### src/design/stsp_pkg.sv
package stsp_pkg;

	// Width of the internal character counter; chars_consumed is clamped to 16 bits.
	localparam int COUNT_BITS = 16;

	typedef logic [COUNT_BITS-1:0] count_t;

	typedef enum logic [2:0] {
		PH_SPACE,
		PH_FIRST,
		PH_ZERO,
		PH_ZX,
		PH_DIGITS,
		PH_DONE
	} phase_t;

	localparam logic [7:0] CH_NUL   = 8'h00;
	localparam logic [7:0] CH_PLUS  = 8'h2B;
	localparam logic [7:0] CH_MINUS = 8'h2D;
	localparam logic [7:0] CH_ZERO  = 8'h30;
	localparam logic [7:0] CH_NINE  = 8'h39;
	localparam logic [7:0] CH_UP_A  = 8'h41;
	localparam logic [7:0] CH_UP_X  = 8'h58;
	localparam logic [7:0] CH_UP_Z  = 8'h5A;
	localparam logic [7:0] CH_LO_A  = 8'h61;
	localparam logic [7:0] CH_LO_X  = 8'h78;
	localparam logic [7:0] CH_LO_Z  = 8'h7A;

	localparam logic [5:0] BASE_AUTO = 6'd0;
	localparam logic [5:0] BASE_MIN  = 6'd2;
	localparam logic [5:0] BASE_OCT  = 6'd8;
	localparam logic [5:0] BASE_DEC  = 6'd10;
	localparam logic [5:0] BASE_HEX  = 6'd16;
	localparam logic [5:0] BASE_MAX  = 6'd36;
	localparam logic [5:0] NO_DIGIT  = 6'd36;

	localparam logic [63:0] S64_MAX = 64'h7FFF_FFFF_FFFF_FFFF;
	localparam logic [63:0] S64_MIN = 64'h8000_0000_0000_0000;

	typedef struct packed {
		logic [63:0] value;
		logic [15:0] chars_consumed;
		logic        converted;
		logic        overflowed;
	} result_t;

	typedef struct packed {
		logic [63:0] acc;
		logic [5:0]  base;
		logic [5:0]  digit;
		logic        neg;
	} mac_req_t;

	typedef struct packed {
		logic [63:0] acc;
		logic        ovf;
	} mac_rsp_t;

	// Value of a character as a digit in bases up to 36, or NO_DIGIT.
	function automatic logic [5:0] digit_of(input logic [7:0] c);
		logic [7:0] d;
		begin
			d = {2'b00, NO_DIGIT};
			if (c >= CH_ZERO && c <= CH_NINE) begin
				d = c - CH_ZERO;
			end else if (c >= CH_UP_A && c <= CH_UP_Z) begin
				d = c - CH_UP_A + 8'd10;
			end else if (c >= CH_LO_A && c <= CH_LO_Z) begin
				d = c - CH_LO_A + 8'd10;
			end
			return d[5:0];
		end
	endfunction

	// Space, tab, line feed, vertical tab, form feed and carriage return.
	function automatic logic is_space(input logic [7:0] c);
		return (c == 8'h20) || (c >= 8'h09 && c <= 8'h0D);
	endfunction

	function automatic count_t count_inc(input count_t c);
		return (c == '1) ? c : count_t'(c + count_t'(1));
	endfunction

	function automatic logic [15:0] count_clamp(input count_t c);
		logic [32:0] w;
		begin
			w = 33'(c);
			return (w > 33'h0_0000_FFFF) ? 16'hFFFF : w[15:0];
		end
	endfunction

endpackage

### src/design/string_to_signed_integer_parser.sv
// Channel   | Dir | Handshake          | Payload
// ----------+-----+--------------------+---------------------------------------------
// s_        | in  | s_tvalid/s_tready  | s_tdata[7:0] char_code
// m_        | out | m_tvalid/m_tready  | m_tdata value, chars_consumed; m_tuser flags
// cfg_      | in  | cfg_we             | cfg_wdata[5:0] number_base
//
// One character is taken per cycle while no held result stalls the parse step.
// An item waits in the input register, and its result, if it makes one, is written
// into the output register as the item advances. The two registers enclose a single
// parse step: one 64x6 multiply-add and one limit compare. Reset clears the parse
// state and the base register to auto-detect. A held result stalls the parse step;
// one more item can still be taken into the input register while a result waits.
module string_to_signed_integer_parser (
	input  logic        clk,
	input  logic        arst_n,
	input  logic        s_tvalid,
	output logic        s_tready,
	input  logic [7:0]  s_tdata,   // [7:0] char_code
	output logic        m_tvalid,
	input  logic        m_tready,
	output logic [79:0] m_tdata,   // [63:0] value, [79:64] chars_consumed
	output logic [1:0]  m_tuser,   // [0] converted, [1] overflowed
	input  logic        cfg_we,
	input  logic [5:0]  cfg_wdata  // [5:0] number_base
);
	import stsp_pkg::*;

	logic       valid_s1;
	logic [7:0] char_s1;
	logic       advance;
	logic       emit;
	result_t    res;
	logic       out_valid_q;
	result_t    out_q;
	logic [5:0] base_q;

	// The number base is held here and sampled by the parser at the first character
	// after any whitespace and sign.
	always_ff @(posedge clk or negedge arst_n) begin
		if (!arst_n) begin
			base_q <= BASE_AUTO;
		end else if (cfg_we) begin
			base_q <= cfg_wdata;
		end
	end

	// The input register moves on whenever the output register is free or is being
	// emptied in the same cycle, so a full stream runs at one item per cycle.
	assign advance  = valid_s1 && (!out_valid_q || m_tready);
	assign s_tready = !valid_s1 || advance;

	always_ff @(posedge clk or negedge arst_n) begin
		if (!arst_n) begin
			valid_s1 <= 1'b0;
		end else if (s_tready) begin
			valid_s1 <= s_tvalid;
		end
	end

	always_ff @(posedge clk) begin
		if (s_tready && s_tvalid) begin
			char_s1 <= s_tdata;
		end
	end

	stsp_parse_core u_core (
		.clk         (clk),
		.arst_n      (arst_n),
		.step        (advance),
		.char_code   (char_s1),
		.number_base (base_q),
		.emit        (emit),
		.res         (res)
	);

	// Results are produced only by the character that ends a conversion.
	always_ff @(posedge clk or negedge arst_n) begin
		if (!arst_n) begin
			out_valid_q <= 1'b0;
		end else if (advance) begin
			out_valid_q <= emit;
		end else if (m_tready) begin
			out_valid_q <= 1'b0;
		end
	end

	always_ff @(posedge clk) begin
		if (advance && emit) begin
			out_q <= res;
		end
	end

	assign m_tvalid = out_valid_q;
	assign m_tdata  = {out_q.chars_consumed, out_q.value};
	assign m_tuser  = {out_q.overflowed, out_q.converted};

endmodule

### src/design/stsp_digit_mac.sv
module stsp_digit_mac (
	input  stsp_pkg::mac_req_t req,
	output stsp_pkg::mac_rsp_t rsp
);
	import stsp_pkg::*;

	logic [69:0] prod;
	logic [70:0] sum;
	logic [70:0] top;

	// The wide sum is compared against the signed limit, which is the same test as
	// comparing the accumulator with limit/base and the digit with limit%base.
	always_comb begin
		prod    = 70'(req.acc) * 70'(req.base);
		sum     = 71'(prod) + 71'(req.digit);
		top     = req.neg ? 71'(S64_MIN) : 71'(S64_MAX);
		rsp.acc = sum[63:0];
		rsp.ovf = (sum > top);
	end

endmodule

### src/design/stsp_parse_core.sv
module stsp_parse_core (
	input  logic              clk,
	input  logic              arst_n,
	input  logic              step,
	input  logic [7:0]        char_code,
	input  logic [5:0]        number_base,
	output logic              emit,
	output stsp_pkg::result_t res
);
	import stsp_pkg::*;

	phase_t      phase_q, phase_d;
	logic        neg_q, neg_d;
	logic [5:0]  base_q, base_d;
	logic [63:0] acc_q, acc_d;
	logic        seen_q, seen_d;
	logic        ovf_q, ovf_d;
	count_t      cnt_q, cnt_d;

	logic [5:0]  dig;
	logic        space;
	logic        fc_zero;
	logic [5:0]  fc_base;
	logic        fc_ok;
	logic [5:0]  dig_base;
	logic        digit_ok;
	count_t      cnt_inc1;
	count_t      cnt_inc2;
	mac_req_t    mac_req;
	mac_rsp_t    mac_rsp;

	stsp_digit_mac u_mac (
		.req (mac_req),
		.rsp (mac_rsp)
	);

	always_comb begin
		dig      = digit_of(char_code);
		space    = is_space(char_code);
		fc_zero  = ((number_base == BASE_AUTO) || (number_base == BASE_HEX)) &&
		           (char_code == CH_ZERO);
		fc_base  = (number_base == BASE_AUTO) ? BASE_DEC : number_base;
		fc_ok    = (fc_base >= BASE_MIN) && (fc_base <= BASE_MAX);
		cnt_inc1 = count_inc(cnt_q);
		cnt_inc2 = count_inc(cnt_inc1);

		case (phase_q)
			PH_SPACE, PH_FIRST: dig_base = fc_base;
			PH_ZX:              dig_base = BASE_HEX;
			default:            dig_base = base_q;
		endcase
		digit_ok = (dig_base >= BASE_MIN) && (dig < dig_base);

		mac_req.acc   = acc_q;
		mac_req.base  = dig_base;
		mac_req.digit = dig;
		mac_req.neg   = neg_q;
	end

	always_comb begin
		phase_d = phase_q;
		neg_d   = neg_q;
		base_d  = base_q;
		acc_d   = acc_q;
		seen_d  = seen_q;
		ovf_d   = ovf_q;
		cnt_d   = cnt_q;
		emit    = 1'b0;

		case (phase_q)
			PH_SPACE, PH_FIRST: begin
				if ((phase_q == PH_SPACE) && space) begin
					cnt_d = cnt_inc1;
				end else if ((phase_q == PH_SPACE) &&
				             ((char_code == CH_MINUS) || (char_code == CH_PLUS))) begin
					neg_d   = (char_code == CH_MINUS);
					cnt_d   = cnt_inc1;
					phase_d = PH_FIRST;
				end else if (fc_zero) begin
					acc_d   = '0;
					seen_d  = 1'b1;
					cnt_d   = cnt_inc1;
					base_d  = (number_base == BASE_AUTO) ? BASE_OCT : BASE_HEX;
					phase_d = PH_ZERO;
				end else if (!fc_ok || !digit_ok) begin
					emit = 1'b1;
				end else begin
					base_d  = fc_base;
					acc_d   = (ovf_q || mac_rsp.ovf) ? acc_q : mac_rsp.acc;
					ovf_d   = ovf_q || mac_rsp.ovf;
					seen_d  = 1'b1;
					cnt_d   = cnt_inc1;
					phase_d = PH_DIGITS;
				end
			end
			PH_ZERO, PH_DIGITS, PH_ZX: begin
				if ((phase_q == PH_ZERO) &&
				    ((char_code == CH_LO_X) || (char_code == CH_UP_X))) begin
					phase_d = PH_ZX;
				end else if (!digit_ok) begin
					emit = 1'b1;
				end else begin
					// After a hex prefix both the x and the digit are counted.
					base_d  = dig_base;
					acc_d   = (ovf_q || mac_rsp.ovf) ? acc_q : mac_rsp.acc;
					ovf_d   = ovf_q || mac_rsp.ovf;
					seen_d  = 1'b1;
					cnt_d   = (phase_q == PH_ZX) ? cnt_inc2 : cnt_inc1;
					phase_d = PH_DIGITS;
				end
			end
			default: begin
				phase_d = PH_DONE;
			end
		endcase

		// A terminating zero byte starts the next string at once; any other
		// character that ends the number leaves the string to be skipped.
		if (emit || (phase_q != PH_SPACE && phase_q != PH_FIRST && phase_q != PH_ZERO &&
		             phase_q != PH_ZX && phase_q != PH_DIGITS)) begin
			if (char_code == CH_NUL) begin
				phase_d = PH_SPACE;
				neg_d   = 1'b0;
				base_d  = '0;
				acc_d   = '0;
				seen_d  = 1'b0;
				ovf_d   = 1'b0;
				cnt_d   = '0;
			end else begin
				phase_d = PH_DONE;
			end
		end
	end

	always_comb begin
		res.value          = '0;
		res.chars_consumed = '0;
		if (seen_q) begin
			if (ovf_q) begin
				res.value = neg_q ? S64_MIN : S64_MAX;
			end else begin
				res.value = neg_q ? (64'd0 - acc_q) : acc_q;
			end
			res.chars_consumed = count_clamp(cnt_q);
		end
		res.converted  = seen_q;
		res.overflowed = seen_q && ovf_q;
	end

	always_ff @(posedge clk or negedge arst_n) begin
		if (!arst_n) begin
			phase_q <= PH_SPACE;
			neg_q   <= 1'b0;
			base_q  <= '0;
			acc_q   <= '0;
			seen_q  <= 1'b0;
			ovf_q   <= 1'b0;
			cnt_q   <= '0;
		end else if (step) begin
			phase_q <= phase_d;
			neg_q   <= neg_d;
			base_q  <= base_d;
			acc_q   <= acc_d;
			seen_q  <= seen_d;
			ovf_q   <= ovf_d;
			cnt_q   <= cnt_d;
		end
	end

endmodule

### config.mk
export PLATFORM = sky130hd
export DESIGN_NAME = string_to_signed_integer_parser
export DESIGN_NICKNAME = d
export VERILOG_FILES = /design/src/design/stsp_pkg.sv /design/src/design/string_to_signed_integer_parser.sv /design/src/design/stsp_digit_mac.sv /design/src/design/stsp_parse_core.sv
export SDC_FILE = /design/constraint.sdc
export NUM_CORES = 2
export LEC_CHECK = 0
export ABC_CLOCK_PERIOD_IN_PS = 9500
export BUFFER_PORTS_ARGS = -buffer_cell sky130_fd_sc_hd__buf_2
export CORE_MARGIN = 2
export CORE_UTILIZATION = 40
export CTS_CLUSTER_DIAMETER = 30
export DETAILED_ROUTE_END_ITERATION = 6
export PLACE_DENSITY_LB_ADDON = 0.2
export SYNTH_ARGS = -nofsm -noshare
export SYNTH_HDL_FRONTEND = slang
export SYNTH_HIERARCHICAL = 1
export SYNTH_SLANG_ARGS = --single-unit
export TNS_END_PERCENT = 1
### constraint.sdc
create_clock -name clk -period 9.5 [get_ports clk]
set_input_delay 0.475 -clock clk [delete_from_list [all_inputs] [get_ports clk]]
set_output_delay 0.475 -clock clk [all_outputs]
set_load 0.005 [all_outputs]
* Yosys cells after proc, flatten, opt, wreduce, memory -nomap -nowiden
Cells that the tools add are included.
Operators by class: add/sub/neg operators 9, $mul 1, div/mod/pow operators 0, order comparisons 13, equal/unequal tests 20, shift-type cells 0, multiplexer cells 82, bitwise gates (word level) 0, reduce and logical (&&, ||, !) cells 39
Operators with widths (count):
- $mux W64 | 13
- $mux W16 | 11
- $pmux W64 S2 | 1
- $mux W6 | 12
- $add A70 B6 Y71 | 1
- $gt A71 B64 Y1 | 1
- $mul A64 B6 Y70 | 1
- $sub A1 B64 Y64 const A | 1
- $add A16 B1 Y16 const B | 2
- $eq A16 B16 Y1 const B | 2
- $eq A8 B6 Y1 const B | 4
- $pmux W16 S2 | 1
- $mux W1 | 29
- $mux W3 | 8
- $pmux W6 S2 | 2
- $logic_and A1 B1 Y1 | 18
- $eq A8 B7 Y1 const B | 2
- $ge A8 B7 Y1 const B | 2
- $le A8 B7 Y1 const B | 2
- $add A6 B4 Y6 const B | 2
- $ge A6 B2 Y1 const B | 2
- $sub A6 B6 Y6 const B | 2
- $logic_or A1 B1 Y1 | 9
- $ge A8 B4 Y1 const B | 1
- other kinds (27) | 35
Word-level totals: flip-flop bits (word level) 190, bits in latches 0, memory bits (writable) 0, bits in read-only memories 0, input port bits 19, output and inout bits 84, logic and storage cells 179, memories kept 0

* Depth between registers and ports, before layout
word-level depth 17, depth in mapped cells 41, depth with buffers taken out 39

* Modules after synthesis
Netlist, hierarchy kept.
By module, submodules not included:
- stsp_digit_mac | instances 1, cells an instance 1713, area each 14483.9 µm², sequential area each 0.0 µm²
- stsp_parse_core | instances 1, cells an instance 1111, area each 8597.0 µm², sequential area each 2302.2 µm²
- string_to_signed_integer_parser | instances 1, cells an instance 113, area each 3050.4 µm², sequential area each 2902.8 µm²

* Least setup slack after synthesis
OpenSTA, ideal clock, no wires.
path kind register -> register, from register u_core.phase_q[2], to register u_core.acc_q[50], setup time 0.066 ns, arrival 9.054 ns, data required time 9.434 ns, slack 0.380 ns, stages on the path, launching flop included 38, path buffers 4, period minus slack after synthesis 9.120 ns, cell sequence dfrtp_1 > nor2_1 > clkbuf_1 > a21oi_1 > inv_1 > clkbuf_1 > clkbuf_1 > nand2_1 > fa_1 > fa_1 > inv_1 > fa_1 > fa_1 > ha_1 > o21ai_0 > nor3_2 > a221oi_4 > o21ai_4 > [... 2 more ...] > a21oi_2 > o21a_1 > nor2_1 > xnor2_1 > ha_1 > and3_1 > nand3_1 > or4_1 > nor4_1 > nand4_1 > o22ai_1 > o21ai_0 > nor4_2 > o211ai_1 > or2_2 > nor3_2 > clkbuf_1 > a22o_1
RTL lines:
- start, declared | line stsp_parse_core.sv:12 | phase_t phase_q, phase_d;
- start signal, assigned | line stsp_parse_core.sv:160 | phase_q <= phase_d;
- end signal, assigned | line stsp_parse_core.sv:155 | acc_q <= '0;
- end signal, assigned | line stsp_parse_core.sv:163 | acc_q <= acc_d;
- end, declared | line stsp_parse_core.sv:15 | logic [63:0] acc_q, acc_d;

==> impl_summary.md <==
Outcome
The run finished with clean final reports.

Worst hold path
The class of the tightest hold or removal check is in2reg.

Yosys
The most repeated cell in the gate-level netlist after synthesis is and2_1. Measured against the total synthesized area, the mux share comes to 0.02107. The mapped netlist covers about 26000 um^2. The fraction of post-synthesis cell area in the top cell type by area is 0.1931. Counting flops and latches in the post-synthesis netlist gives between 150 and 200. Averaged over all synthesized cells, the footprint is about 9 um^2.

By area, the combinational part of the netlist is dominated by adder cells. The primary flip-flop cell chosen by synthesis mapping is dfrtp_1. The sequential fraction of the synthesis area is 0.1992. The post-synthesis simple-gate area fraction is 0.2261.

The compound-gate portion of the synthesized area is 0.1677. Counting flops with a built-in enable in the synthesized netlist gives 90. The number of warnings reported in the yosys synthesis log is 6. The area share of fa/ha/maj cells after synthesis is 0.3032.

By area the synthesized netlist is led by fa_1 19%, ha_1 11%, edfxtp_1 10%, dfrtp_1 9.6%, and2_1 8.2%. In the synthesized netlist the async set-or-reset flop fraction comes to 0.5263. In the synthesized netlist, the cells that appear most often are 342 x and2_1, 265 x nand2_1, 252 x fa_1. Of the total synthesized cell area, the portion taken by XOR and XNOR cells is 0.02547. Of all cell types, the one taking the most synthesized area is fa_1.

The number of nets handed over by synthesis was about 3.4k. The synthesized netlist cell count is 2937. Counting distinct cell types in the post-synthesis netlist gives approximately 110.

Floorplanning
The count of boundary I/O pins is between 100 and 150. In this run the vertical extent of the chip is approximately 260 um. The die covers about 67000 um^2. The horizontal extent of the die is about 260 um.

The floorplan step defined a core boundary enclosing roughly 64000 um^2. For this configuration, the core starts out at a cell density of 0.4054. The number of cell rows is just over 90.

Clock tree
The TritonCTS sink count is between 150 and 200. CTS placed an instance of clkbuf_16 at the clock tree root. The total clock buffers created by CTS is 17.

For the worst-skew pair, the clock arrives at the later sink with an insertion delay of 0.51 ns. Clock-pin slew was measured on the worst setup and hold paths at roughly 0.080 ns. TritonCTS built the clock tree.

In this run the deepest clock path goes through 2 buffers. The H-tree was split into 4 levels.

Layout
Excluding fillers, the count of instances in the completed layout stands at between 3k and 4k. Relative to the synthesized area, the layout overhead comes to 10.12%. The repair_antennas step left the layout with diodes totalling 0. The share of post-route cells with drive strength above 1 is 0.1094.

At the end of the flow, the number of nets in the layout was 3496.

Global route
The via count of the first global-routing pass was around 23k. The total routing resource utilization after global routing is 0.2410. The pin count of the biggest net entering global routing is 86. The global-route wire length before repair is between 100 and 150 mm. The aggregate global routing overflow is 0. The initial antenna violation count is 0.

Setup path
The maximum fanout along the worst path is 19. The critical path is of the reg2reg type. The critical path's slowest cell is or4_4.

The number of buffers and inverters on the critical path is 3. The element type at the critical path end is a register. The critical path's top delay family is simple AND/OR/NAND/NOR gates. The data arrival time at the worst-slack endpoint is 9.45 ns. The launching element type of the critical path is a register. For this run, the slowest stage of the critical path takes roughly 0.58 ns. For the worst setup path, the data required time is slightly below 10 ns.

Detailed routing
The number of violations reported at the end of detailed-routing iteration 0 is between 1k and 1.5k. The average wire per cell in the routed design is ~21 um. The DRC violation count after routing is 0. The average via count per standard cell is 5.739. The routed layout has roughly 22k vias. Before antenna repair, the detailed router went through 5 iterations. The count of antenna-violating nets left after detailed routing is 0. The routed wire length is between 80 and 90 mm.

Placed design
In this run, placement finished with an instance count of approximately 3.8k. The placer's final routability congestion estimate is about 0.94. The HPWL after detailed placement is just over 60 mm. The number of port buffers is slightly above 100. Before CTS, the worst setup slack after placement is -0.1967 ns.

STA
The share of the clock period used by the worst path is 0.9530. The total count of max-transition violations in the final report is 0. After layout, the worst setup slack is ~0.45 ns.

The maximum frequency from static timing analysis is between 100 and 150 MHz. The count of endpoints failing hold in the final timing report was 0. The clock period could shrink to between 9 and 10 ns. The slew at the pin closest to its max-slew limit is roughly 1 ns.

The remaining max-slew budget at the tightest pin is 0.3163. The final setup TNS is 0 ns. Setup violations remaining at the end of the flow were counted as 0. The clock tree skew after final layout is a little over 0.02 ns.

Run
The max-capacitance violation count is 0.
==> timing repair <==
item | CTS | global route
setup buffers | 0 | 5
endpoints found under the hold margin | 34 | 0
hold buffers | 1 | 0
pin swaps | 0 | 18
cloned | 0 | 4
setup endpoints to repair | 64 | 64
gates resized for setup | 5 | 52
==> worst reg2reg max path, delay by kind of cell, from the launching register on <==
kind / cells / cell delay (ns)
adders and majority gates: 6 / 2.59
AOI/OAI and AO/OA: 12 / 2.28
DFF: 1 / 0.44
xor gates and xnor gates: 1 / 0.12
buffers and inverters: 3 / 0.54
and+or+nand+nor: 13 / 2.96
==> placed cells by master, fill, tap and decap left out, drive strengths merged, types with 58 or more instances in the layout <==
cell type	netlist	routed
dfrtp	100	100
and2	345	345
buf	34	187
o22ai	60	60
nand2	266	266
fa	252	252
a22o	66	66
a21oi	152	152
ha	230	230
edfxtp	90	90
o21ai	104	104
nor2	198	198
inv	231	237
nor3	58	58
==> final cells by class <==
cell class	instances	area, um^2
inverters	231	867.1
well taps	855	1070
multi-input cells	2364	19680
flip-flops and latches	190	5215
repair buffers	191	1385
clock buffers	19	432.9
clock inverters	13	126.4
fillers	6361	35690
==> kinds of logic after synthesis <==
family,count (synthesis)
adders and majority gates,482
muxes,51
DFF,190
buffers and inverters,384
xor gates and xnor gates,76
and+or+nand+nor,1122
AOI/OAI and AO/OA,632
==> registers in the layout (all words and copies together) (netlist names) <==
| name | cells |
|---|---|
| u_core/phase_q | 3 |
| m_tdata | 80 |
| u_core/acc_q | 64 |
| valid_s1 | 1 |
| char_s1 | 8 |
| u_core/base_q | 6 |
| u_core/cnt_q | 16 |
| base_q | 6 |
| m_tvalid | 1 |
| u_core/neg_q | 1 |
| m_tuser | 2 |
| u_core/seen_q | 1 |
| u_core/ovf_q | 1 |
==> per-stage QoR <==
| stage | utilization | hold slack, ns | cell area (um^2) |
|---|---|---|---|
| after floorplan | - | 0.1794 | 26130 |
| after global placement | 0.4318 | 0.4714 | 27830 |
| after detailed placement | 0.4318 | 0.4863 | 27830 |
| after CTS | 0.4409 | 0.1033 | 28420 |
| after global routing | 0.4464 | 0.1155 | 28780 |
| final | 0.4464 | 0.1399 | 28780 |
==> path summary, 6_finish.rpt <==
| check | start | endpoint | slack, ns | cells past startpoint |
|---|---|---|---|---|
| max | u_core/phase_q[1]$_DFFE_PN0P_ | u_core/acc_q[8]$_DFFE_PN0P_ | 0.45 | 35 |
| min | s_tdata[3] | char_s1[3]$_DFFE_PP_ | 0.14 | 1 |
| max reg2reg | u_core/phase_q[1]$_DFFE_PN0P_ | u_core/acc_q[8]$_DFFE_PN0P_ | 0.45 | 35 |
| min reg2reg | u_core/base_q[4]$_DFFE_PN0P_ | u_core/base_q[4]$_DFFE_PN0P_ | 0.54 | 1 |
| max in group asynchronous | arst_n | u_core/neg_q$_DFFE_PN0P_ | 7.57 | 3 |
| min in group asynchronous | arst_n | u_core/cnt_q[1]$_DFFE_PN0P_ | 0.52 | 2 |
==> layer usage <==
metal,GRT usage,share of wire
met1,0.3161,0.44
met2,0.4164,0.49
met3,0.03031,0.046
met4,0.06849,0.022
met5,0,0
Power is not shown: default switching activity piles up to over one toggle a cycle in this logic, so the estimate is an artifact.
